==> src/rtl/fca_pkg.sv <==
// Shared types, widths and constants of the FAT12 cluster allocation table.
`default_nettype none
package fca_pkg;

	// Table geometry; the index width follows from the number of entries.
	localparam int TABLE_ENTRIES = 4096;
	localparam int IDX_W         = $clog2(TABLE_ENTRIES);
	localparam int END_W         = IDX_W + 1;

	// Field widths fixed by the interface.
	localparam int OP_W      = 2;
	localparam int CLUSTER_W = 12;
	localparam int SIZE_W    = 25;
	localparam int BPC_W     = 16;
	localparam int COUNT_W   = 13;
	localparam int CFG_IDX_W = 1;
	localparam int CFG_W     = BPC_W;
	localparam int DIV_CNT_W = $clog2(SIZE_W);

	localparam logic [CLUSTER_W-1:0] END_OF_CHAIN       = 12'hFFF;
	localparam int                   FIRST_DATA_CLUSTER = 2;

	localparam logic [CLUSTER_W-1:0] LIMIT_RESET = 12'd2849;
	localparam logic [BPC_W-1:0]     BPC_RESET   = 16'd512;

	localparam logic [CFG_IDX_W-1:0] CFG_CLUSTER_LIMIT     = 1'b0;
	localparam logic [CFG_IDX_W-1:0] CFG_BYTES_PER_CLUSTER = 1'b1;

	typedef enum logic [OP_W-1:0] {
		OP_READ  = 2'd0,
		OP_WRITE = 2'd1,
		OP_ALLOC = 2'd2
	} op_t;

	typedef enum logic [2:0] {
		ST_CLEAR,
		ST_IDLE,
		ST_READ,
		ST_COUNT,
		ST_DECIDE,
		ST_LINK,
		ST_CLOSE
	} state_t;

endpackage
`default_nettype wire

==> src/rtl/fca_div.sv <==
// Restoring divider, one quotient bit a cycle, giving a quotient rounded up.
`default_nettype none
module fca_div (
	input  wire logic                         clk,
	input  wire logic                         arst_n,
	input  wire logic                         go,
	input  wire logic [fca_pkg::SIZE_W-1:0]   dividend,
	input  wire logic [fca_pkg::BPC_W-1:0]    divisor,
	output logic                              done,
	output logic      [fca_pkg::SIZE_W-1:0]   quotient
);

	logic                            run_q;
	logic                            done_q;
	logic [fca_pkg::DIV_CNT_W-1:0]   step_q;
	logic [fca_pkg::SIZE_W-1:0]      quo_q;
	logic [fca_pkg::BPC_W-1:0]       rem_q;
	logic [fca_pkg::BPC_W-1:0]       dvs_q;
	logic [fca_pkg::BPC_W:0]         rem_sh;
	logic [fca_pkg::BPC_W:0]         rem_dif;
	logic                            ge;

	assign rem_sh  = {rem_q, quo_q[fca_pkg::SIZE_W-1]};
	assign ge      = rem_sh >= {1'b0, dvs_q};
	assign rem_dif = rem_sh - {1'b0, dvs_q};

	always_ff @(posedge clk or negedge arst_n) begin
		if (!arst_n) begin
			run_q  <= 1'b0;
			done_q <= 1'b0;
			step_q <= '0;
		end else begin
			done_q <= 1'b0;
			if (go) begin
				run_q  <= 1'b1;
				step_q <= '0;
			end else if (run_q) begin
				if (step_q == fca_pkg::DIV_CNT_W'(fca_pkg::SIZE_W - 1)) begin
					run_q  <= 1'b0;
					done_q <= 1'b1;
				end
				step_q <= step_q + 1'b1;
			end
		end
	end

	// A divisor of zero is taken as one.
	always_ff @(posedge clk) begin
		if (go) begin
			quo_q <= dividend;
			rem_q <= '0;
			dvs_q <= (divisor == '0) ? fca_pkg::BPC_W'(1) : divisor;
		end else if (run_q) begin
			quo_q <= {quo_q[fca_pkg::SIZE_W-2:0], ge};
			rem_q <= ge ? rem_dif[fca_pkg::BPC_W-1:0] : rem_sh[fca_pkg::BPC_W-1:0];
		end
	end

	assign done     = done_q;
	assign quotient = quo_q + fca_pkg::SIZE_W'(|rem_q);

endmodule
`default_nettype wire

==> config.mk <==
export PLATFORM = sky130hd
export DESIGN_NAME = fca_div
export DESIGN_NICKNAME = d
export VERILOG_FILES = /design/src/rtl/fca_pkg.sv /design/src/rtl/fca_div.sv
export SDC_FILE = /design/constraint.sdc
export NUM_CORES = 1
export LEC_CHECK = 0
export BUFFER_PORTS_ARGS = -buffer_cell sky130_fd_sc_hd__buf_2
export CAP_MARGIN = 20
export CORE_AREA = 2 2 70 139
export DETAILED_ROUTE_END_ITERATION = 7
export DIE_AREA = 0 0 72 141
export GPL_TIMING_DRIVEN = 0
export PLACE_DENSITY = 0.68
export SLEW_MARGIN = 20
export SYNTH_ARGS = -nofsm -noshare
export SYNTH_HDL_FRONTEND = slang
export SYNTH_SLANG_ARGS = --single-unit
==> constraint.sdc <==
create_clock -name clk -period 2.35 [get_ports clk]
set_clock_uncertainty 0.05 [all_clocks]
set_input_delay 0.235 -clock clk [delete_from_list [all_inputs] [get_ports clk]]
set_output_delay 0.235 -clock clk [all_outputs]
set_load 0.005 [all_outputs]
==> flow_summary.toml, run 1 <==
[yosys]
yosysWarnings = 0
yosysSeqAreaShare_pct = 43.0
ys_types = 47
netlist_area_sq_mm = 0.00401
yosys_register_bits = 64
synth.avg_cell_area_sq_um = 9.98
netlist_instances = 402
syn_nets = 467

[sta]
fin_ws_ns = -0.128
fin_crit_sh_pct = 105
period_minus_slack_ns = 2.48
setup_viol = 22
whs_ns = 0.118
tightest_slew_ns = 0.773
relSlewSlack_pct = 48.5
setup-tns-final_ns = -2.06
hold_viol_final = 0
max_freq_mhz = 403
drv_slew = 0
grt_setup_unrepaired = "true"

[power_and_ir_drop]
power.net_switching_mw = 2.09
swShare_pct = 34.8
internal-power_mw = 3.91
power.leakage_nw = 2.24
pwr-share-clk_pct = 24.4
ir_worst_vdd_v = 0.000673
p_comb_share_pct = 47.1
p_seq_share_pct = 28.5
power_density_mw_per_mm2 = 1100

[die]
core_sq_mm = 0.00920
die_y_um = 141
die-width_um = 72
initial_utilization_pct = 43.6
ios = 70
die-area_sq_mm = 0.0102
rows = 50

[final_layout]
area_delta_synth_final_pct = 35.5
stdcell_count = 616
final_nets = 572
fillers = 773
layout-drive-gt1-share_pct = 42.0
antenna_cells = 0
regArea_sq_mm = 0.00178
final_util_pct = 59.1
multiInputGateArea_sq_mm = 0.00235

[worst_setup_path]
crit_fanout = 6
max_stage_delay_ns = 0.45
cp.arrival_ns = 2.50
setup.worst_path.end_class = "register"
crit_chain = "inv_1 > ha_1 > nand2b_1 > a211oi_4 > o311a_1 > a211o_1 > buf_6 > clkbuf_16 > mux2_2"
criticalPathCategory = "register to register"
slowest_stage = "edfxtp_1"
crit_required_ns = 2.38
startpoint_type = "register"

[global_routing]
met1_usage_pct = 24.2
first_global_vias = 3450
grt_max_degree = 26
grtUsageMet3_pct = 3.86
track_usage_pct = 20.1
grt_pass1_wl_um = 16100
use_met2_pct = 34.3
antenna_found_initial = 0
busiest_layer = "met2"
grt_overflow = 0

[clocking]
cts.path.max_buffers = 2
path_clk_slew_ns = 0.06
htree_num_levels = 3
cts_tree = "built"
cts_root_buffer = "clkbuf_16"
cts_made_buffers = 9
cts_sinks = 64
clock_latency_ns = 0.33

[place]
dpl.cell_count = 575
dp_hpwl_um = 6800
gp_congestion = 0.885
place_ws_ns = -0.315
io_buffers = 69

[route]
vias = 3401
drt-vias-per-instance = 5.52
drtIter0Drc = 227
antenna_left = 0
drc = 0
dr.pass1.iters = 4
wl_per_cell_um = 16.1
route.final.wire_length_um = 9920

[status]
status = "finished with violations"
violations = "setup timing"

[job]
cap_viol_max_count = 0

[min_path]
hold_class = "primary input to register"
==> synth_stat cells, drive strengths merged <==
cell type	instances	share of area, %
dfxtp	16	8.0
edfxtp	41	31
ha	20	6.2
mux2	25	7.0
inv	22	2.1
nand4b	1	0.22
fa	1	0.50
a221oi	1	0.22
or2	1	0.16
nor2	35	3.3
nor4	7	1.1
o311ai	1	0.22
o21a	2	0.37
nand3	15	1.9
dfrtp	7	4.4
a41oi	1	0.22
xor2	12	2.6
a211oi	13	2.9
o311a	1	0.25
a21oi	16	2.0
a41o	1	0.25
o21bai	1	0.19
and3	6	0.94
nor3b	1	0.19
nor3	6	0.75
o21ai	21	3.0
a221o	1	0.25
xnor2	26	5.7
a21boi	1	0.19
and2	2	0.31
and4	1	0.22
clkbuf	25	2.6
a311o	1	0.25
nand2	30	3.1
buf	6	1.2
nand2b	5	0.78
nand4	12	1.9
o31ai	1	0.19
mux2i	9	2.2
a21o	5	0.94
a211o	3	0.65
==> final timing paths <==
check                                 from        end  slack (ns)  cells past startpoint
max in group asynchronous           arst_n  step_q[0]        1.88                      2
worst max register to register    dvs_q[1]   quo_q[0]       -0.13                      9
worst min register to register    rem_q[1]   rem_q[1]        0.45                      2
min in group asynchronous           arst_n  step_q[2]        0.21                      2
worst min-delay path            divisor[6]   dvs_q[6]        0.12                      2
worst max-delay path              dvs_q[1]   quo_q[0]       -0.13                      9
==> state kept, by name (all words and copies together), names as in the netlist <==
name,flops
run_q,1
dvs_q,16
quo_q,25
step_q,5
done,1
rem_q,16
==> power by group through the flow <==
stage / clock, mW / sequential, mW / combinational [mW]
2_1_floorplan: 0 / 1.57 / 1.53
3_3_place_gp: 0 / 1.64 / 1.97
3_5_place_dp: 0 / 1.65 / 1.99
4_1_cts: 1.47 / 1.69 / 2.47
5_1_grt: 1.52 / 1.74 / 3.07
6_report: 1.46 / 1.71 / 2.82
==> worst max-delay path, delay by kind of cell, from the launching register on <==
kind,cells,cell delay [ns]
buf+inv,3,0.40
flops,1,0.45
fa+ha+maj,1,0.24
simple gates,1,0.15
mux,1,0.26
compound gates,3,0.67
==> per-stage QoR <==
step / area, sq um / total power [mW]
global placement: 4490 / 3.61
floorplan: 4010 / 3.10
global route: 5440 / 6.33
CTS: 5240 / 5.64
finish: 5440 / 5.99
detailed placement: 4490 / 3.63
==> layout by cell type (no fill, tap or decap), drive strengths merged, types with 3 or more instances in the layout <==
cell      n
a211o     3
a211oi   13
a21o      5
a21oi    16
and3      6
buf     100
clkbuf   35
dfrtp     7
dfxtp    16
edfxtp   41
ha       20
inv      22
mux2     25
mux2i     9
nand2    30
nand2b    5
nand3    15
nand4    12
nor2     35
nor3      6
nor4      7
o21ai    21
xnor2    26
xor2     12
==> layer usage <==
metal | vias to the layer above | share of wire [%]
met3 | 16 | 3.8
met2 | 96 | 53
met4 | 0 | 2.0
met1 | 1646 | 42
li1 | 1643 | -
met5 | - | 0
==> cell families after synthesis <==
group                      Yosys count  share of synthesized area [%]
and+or+nand+nor                    122                           14.7
xor gates and xnor gates            38                           8.29
AOI/OAI and AO/OA                   70                           12.1
buffers and inverters               53                           5.86
muxes                               34                           9.26
adders and majority gates           21                           6.74
DFF                                 64                           43.0
==> repair_timing <==
action / in CTS / in global routing
gates cloned: 1 / 2
buffers inserted: 20 / 6
hold endpoints to repair: 7 / 0
pin swaps: 34 / 17
hold buffers: 1 / 0
resized for setup: 74 / 32
setup endpoints to repair: 38 / 63
==> final cells by class <==
| cell class | instances | share of cell area (%) |
|---|---|---|
| inverters | 22 | 1.59 |
| repair inverters | 1 | 0.138 |
| well taps | 104 | 2.39 |
| clock buffers | 12 | 5.13 |
| repair buffers | 98 | 11.2 |
| flip-flops and latches | 64 | 32.7 |
| clock inverters | 4 | 1.04 |
| multi-input cells | 285 | 43.2 |
| plain buffers | 26 | 2.62 |
Note: power is estimated with default switching activity, not from simulation.
==> inputs of run 2 (changes only) <==
==> constraint.sdc (replaced) <==
create_clock -name clk -period 2.35 [get_ports clk]
set_clock_uncertainty 0.05 [all_clocks]
set_input_delay 0.47 -clock clk [delete_from_list [all_inputs] [get_ports clk]]
set_output_delay 0.47 -clock clk [all_outputs]
set_load 0.005 [all_outputs]
==> run 2 against run 1 <==
Net effect:
- the run still ends with setup timing left
- cell area grew 3.6%
- sequential share of layout area is 1.1 points lower
- power is 4.1% higher
- first-iteration DRC count grew 18%
- via count increased by 2.8%
- register-to-register slack got worse by 0.02 ns
==> flow_summary.toml, run 2 (synthesis results as in run 1) <==
[sta]
grt_setup_unrepaired = "true"
setup_viol = 31
relSlewSlack_pct = 58.3
fin_ws_ns = -0.400
fin_crit_sh_pct = 117
drv_slew = 0
tightest_slew_ns = 0.625
max_freq_mhz = 364
whs_ns = 0.355
period_minus_slack_ns = 2.75
hold_viol_final = 0

[final_layout]
layout-drive-gt1-share_pct = 46.2
final_nets = 584
area_delta_synth_final_pct = 40.4
largest_reg_flops = 25
final_cell_mix = "buf_2, edfxtp_1, buf_4"
regMostFlops = "quo_q"
reg_top3 = "quo_q x25, dvs_q x16, rem_q x16"
layout_commonest_cell = "buf_2"
antenna_cells = 0
fin_area_sq_mm = 0.00563

[power_and_ir_drop]
power.net_switching_mw = 2.19
p_comb_share_pct = 49.6
ir_worst_vdd_v = 0.000705
p_total_mw = 6.24
pwr-share-clk_pct = 23.5
internal-power_mw = 4.05
p_seq_share_pct = 26.9
power_density_mw_per_mm2 = 1110
swShare_pct = 35.1
power.leakage_nw = 2.35

[worst_setup_path]
reg2reg_slack_ns = -0.15
setup.worst_path.end_class = "output pin"
startpoint_type = "register"
crit_fanout = 4
crit_required_ns = 1.83
cp.arrival_ns = 2.23
criticalPathCategory = "register to output pin"

[route]
drtIter0Drc = 267
drt-vias-per-instance = 5.57
wl_per_cell_um = 16.9
dr.pass1.iters = 5
vias = 3495
drc = 0
route.final.wire_length_um = 10600
antenna_left = 0

[global_routing]
grt_pass1_wl_um = 16500
antenna_found_initial = 0
track_usage_pct = 20.7
grt_max_degree = 26
grt_overflow = 0
first_global_vias = 3487

[clocking]
cts_tree = "built"
cts_made_buffers = 9
path_clk_slew_ns = 0.05
cts_root_buffer = "clkbuf_16"
cts.path.max_buffers = 2
htree_num_levels = 3
clock_latency_ns = 0.33
cts_sinks = 64

[die]
core_sq_mm = 0.00920
die-width_um = 72
rows = 50
die_y_um = 141
ios = 70
die-area_sq_mm = 0.0102
initial_utilization_pct = 43.6

[status]
violations = "setup timing"
status = "finished with violations"

[place]
gp_congestion = 0.885
io_buffers = 69
dp_hpwl_um = 6800
place_ws_ns = -0.381
placed_area_sq_mm = 0.00449

[job]
cap_viol_max_count = 0

[min_path]
hold_class = "primary input to register"
==> run 2: power by group through the flow <==
stage / logic (mW) / clock network [mW] / registers [mW]
2_1_floorplan: 1.53 / 0 / 1.57
3_3_place_gp: 1.97 / 0 / 1.64
3_5_place_dp: 1.99 / 0 / 1.65
4_1_cts: 2.67 / 1.47 / 1.65
5_1_grt: 3.34 / 1.52 / 1.70
6_report: 3.09 / 1.46 / 1.68
==> run 2: path summary, 6_finish.rpt <==
| kind | cells after the start | to | startpoint |
|---|---|---|---|
| min reg2reg | 2 | rem_q[15] | rem_q[15] |
| min | 2 | dvs_q[7] | divisor[7] |
| max reg2reg | 8 | quo_q[0] | rem_q[13] |
| max in group asynchronous | 2 | step_q[0] | arst_n |
| max | 9 | quotient[14] | rem_q[5] |
| min in group asynchronous | 2 | step_q[2] | arst_n |
==> run 2: critical path, stage by stage, from the launching register on <==
cell and delay (ns):
dfxtp_4 0.36, nor4_4 0.32, nand4_1 0.25, ha_4 0.26, ha_4 0.18, nand3_4 0.10, nor2_2 0.07, nand4_1 0.13
xnor2_1 0.11, buf_2 0.12
==> run 2: timing repair <==
item,in CTS,in global routing
pin swaps,38,25
setup endpoints to repair,41,66
endpoints found under the hold margin,7,0
hold buffers,1,0
buffers inserted,29,11
gates cloned,1,1
resized for setup,84,46
==> run 2: area by class of cell <==
cell class                 instances  area, sq um
buffer                            26          144
fill                             715         3560
clock buffer                      12          279
timing repair inverter             1         7.51
tap                              104          130
timing repair buffer             110          696
clock inverter                     4         56.3
sequential                        64         1780
inverter                          22         86.3
multi-input combinational        285         2460
==> run 2: layer usage <==
| layer | vias up | global-route usage [%] | wire [um] |
|---|---|---|---|
| met5 | - | 0 | 0 |
| met4 | 0 | 8.34 | 231 |
| met3 | 21 | 3.65 | 386 |
| met2 | 100 | 35.6 | 5620 |
| met1 | 1701 | 25.2 | 4390 |
| li1 | 1673 | - | - |
==> run 2: metrics by stage <==
| stage | instances | utilization, % | setup TNS (ns) |
|---|---|---|---|
| after floorplan | 402 | - | -0.173 |
| after global placement | 575 | 48.8 | -14.53 |
| after detailed placement | 575 | 48.8 | -15.42 |
| after CTS | 617 | 58.3 | -6.67 |
| after global routing | 628 | 61.3 | -10.76 |
| final | 628 | 61.3 | -8.55 |
==> inputs of run 3 (changes only) <==
- BUFFER_PORTS_ARGS: -buffer_cell sky130_fd_sc_hd__buf_2 -> not set
- CAP_MARGIN: 20 -> not set
- DONT_BUFFER_PORTS: not set -> 1
- PLACE_DENSITY: 0.68 -> not set
==> run 3 against run 2 <==
Net effect:
- the flow still finishes with violations (setup timing)
- critical path depth fell by 2
- clock-buffer cell count fell by 3
- first-iteration DRC count fell by 49%
- cell area fell by 6.1%
- critical endpoint is now quotient[10]
==> flow_summary.toml, run 3 (synthesis results as in run 1) <==
[clocking]
cts.path.max_buffers = 2
htree_num_levels = 3
cts_made_buffers = 9
cts_sinks = 64
cts_root_buffer = "clkbuf_16"
clock_latency_ns = 0.34
path_clk_slew_ns = 0.06
cts_tree = "built"

[final_layout]
final_cell_mix = "edfxtp_1, nor2_1, buf_4"
reg_top3 = "quo_q x25, dvs_q x16, rem_q x16"
antenna_cells = 0
regMostFlops = "quo_q"
final_nets = 513
layout_commonest_cell = "edfxtp_1"
final_util_pct = 57.5
layout-drive-gt1-share_pct = 38.6
largest_reg_flops = 25
area_delta_synth_final_pct = 31.8

[worst_setup_path]
startpoint_type = "register"
cp.arrival_ns = 2.07
crit_start = "rem_q[15]"
crit_required_ns = 1.83
crit_fanout = 5
slowest_stage = "dfxtp_4"
criticalPathCategory = "register to output pin"
reg2reg_slack_ns = -0.20
crit_chain = "nor4_4 > nand4_1 > ha_4 > ha_4 > and3_4 > nand4_1 > xnor2_1"
rr_worst_depth = 9
timing.rr.start = "dvs_q[10]"
setup.worst_path.end_class = "output pin"
max_stage_delay_ns = 0.35

[sta]
drv_slew = 0
grt_setup_unrepaired = "true"
fin_ws_ns = -0.240
period_minus_slack_ns = 2.59
relSlewSlack_pct = 53.4
max_freq_mhz = 386
setup_viol = 38
tightest_slew_ns = 0.699
fin_crit_sh_pct = 110
hold_viol_final = 0

[place]
io_buffers = 0
place_ws_ns = -0.349
dp_hpwl_um = 6710
gp_congestion = 0.860

[power_and_ir_drop]
p_total_mw = 5.86
power.leakage_nw = 2.09
ir_worst_vdd_v = 0.000752
power_density_mw_per_mm2 = 1110

[status]
status = "finished with violations"
violations = "setup timing"

[global_routing]
antenna_found_initial = 0
track_usage_pct = 19.9
grt_overflow = 0
grt_pass1_wl_um = 15600
grt_max_degree = 26
first_global_vias = 3133

[route]
route.final.wire_length_um = 10100
drc = 0
drt-vias-per-instance = 5.61
drtIter0Drc = 137
wl_per_cell_um = 18.2
vias = 3127
antenna_left = 0
dr.pass1.iters = 4

[job]
cap_viol_max_count = 0

[die]
ios = 70
core_sq_mm = 0.00920
rows = 50
die-area_sq_mm = 0.0102
die-width_um = 72
die_y_um = 141
initial_utilization_pct = 43.6

[min_path]
hold_path_depth = 0
hold_class = "primary input to register"
min_from = "go"
run 3: metal layers:
metal	share of wire [%]	global-route usage [%]	vias to the layer above	wire length, um
met3	4.1	4.07	17	417
met4	2.0	7.65	0	202
met5	0	0	-	0
met2	53	33.6	80	5330
met1	41	24.6	1492	4180
li1	-	-	1538	-
run 3: path summary, 6_finish.rpt:
| check | endpoint |
|---|---|
| min in group asynchronous | step_q[0] |
| min | dvs_q[11] |
| max | quotient[10] |
| max reg2reg | quo_q[0] |
| min reg2reg | rem_q[12] |
| max in group asynchronous | step_q[2] |
run 3: final cells by class:
cell class	instances	area, sq um
repair inverters	1	7.51
well taps	104	130
repair buffers	38	347
fillers	769	3910
multi-input cells	285	2530
inverters	22	86.3
clock buffers	9	225
flip-flops and latches	64	1770
plain buffers	27	148
clock inverters	7	47.5
run 3: metrics by stage:
step	TNS (ns)	cells	hold WS, ns	area, sq um
6_report	-4.77	557	0.194	5290
5_1_grt	-7.74	557	0.184	5290
4_1_cts	-5.93	543	0.187	4890
3_5_place_dp	-5.75	506	0.125	4140
3_3_place_gp	-5.41	506	0.125	4140
2_1_floorplan	-0.173	402	0.124	4010
run 3: what timing repair did:
action | in CTS | in global routing
hold buffers | 1 | 0
hold endpoints to repair | 7 | 0
setup endpoints to repair | 41 | 63
pin swaps | 22 | 33
buffers inserted | 19 | 17
gates cloned | 1 | 2
resized for setup | 71 | 67
run 3: where the power goes:
| group | switching, mW | internal (mW) |
|---|---|---|
| Combinational | 1.37 | 1.55 |
| Sequential | 0.259 | 1.45 |
| Clock | 0.521 | 0.712 |
run 3: worst max-delay path, delay by kind of cell (launching register included):
kind,cells,cell delay (ns)
XOR/XNOR,1,0.15
adder cells (fa/ha/maj),2,0.44
AND/OR/NAND/NOR,4,0.80
flip-flops,1,0.35
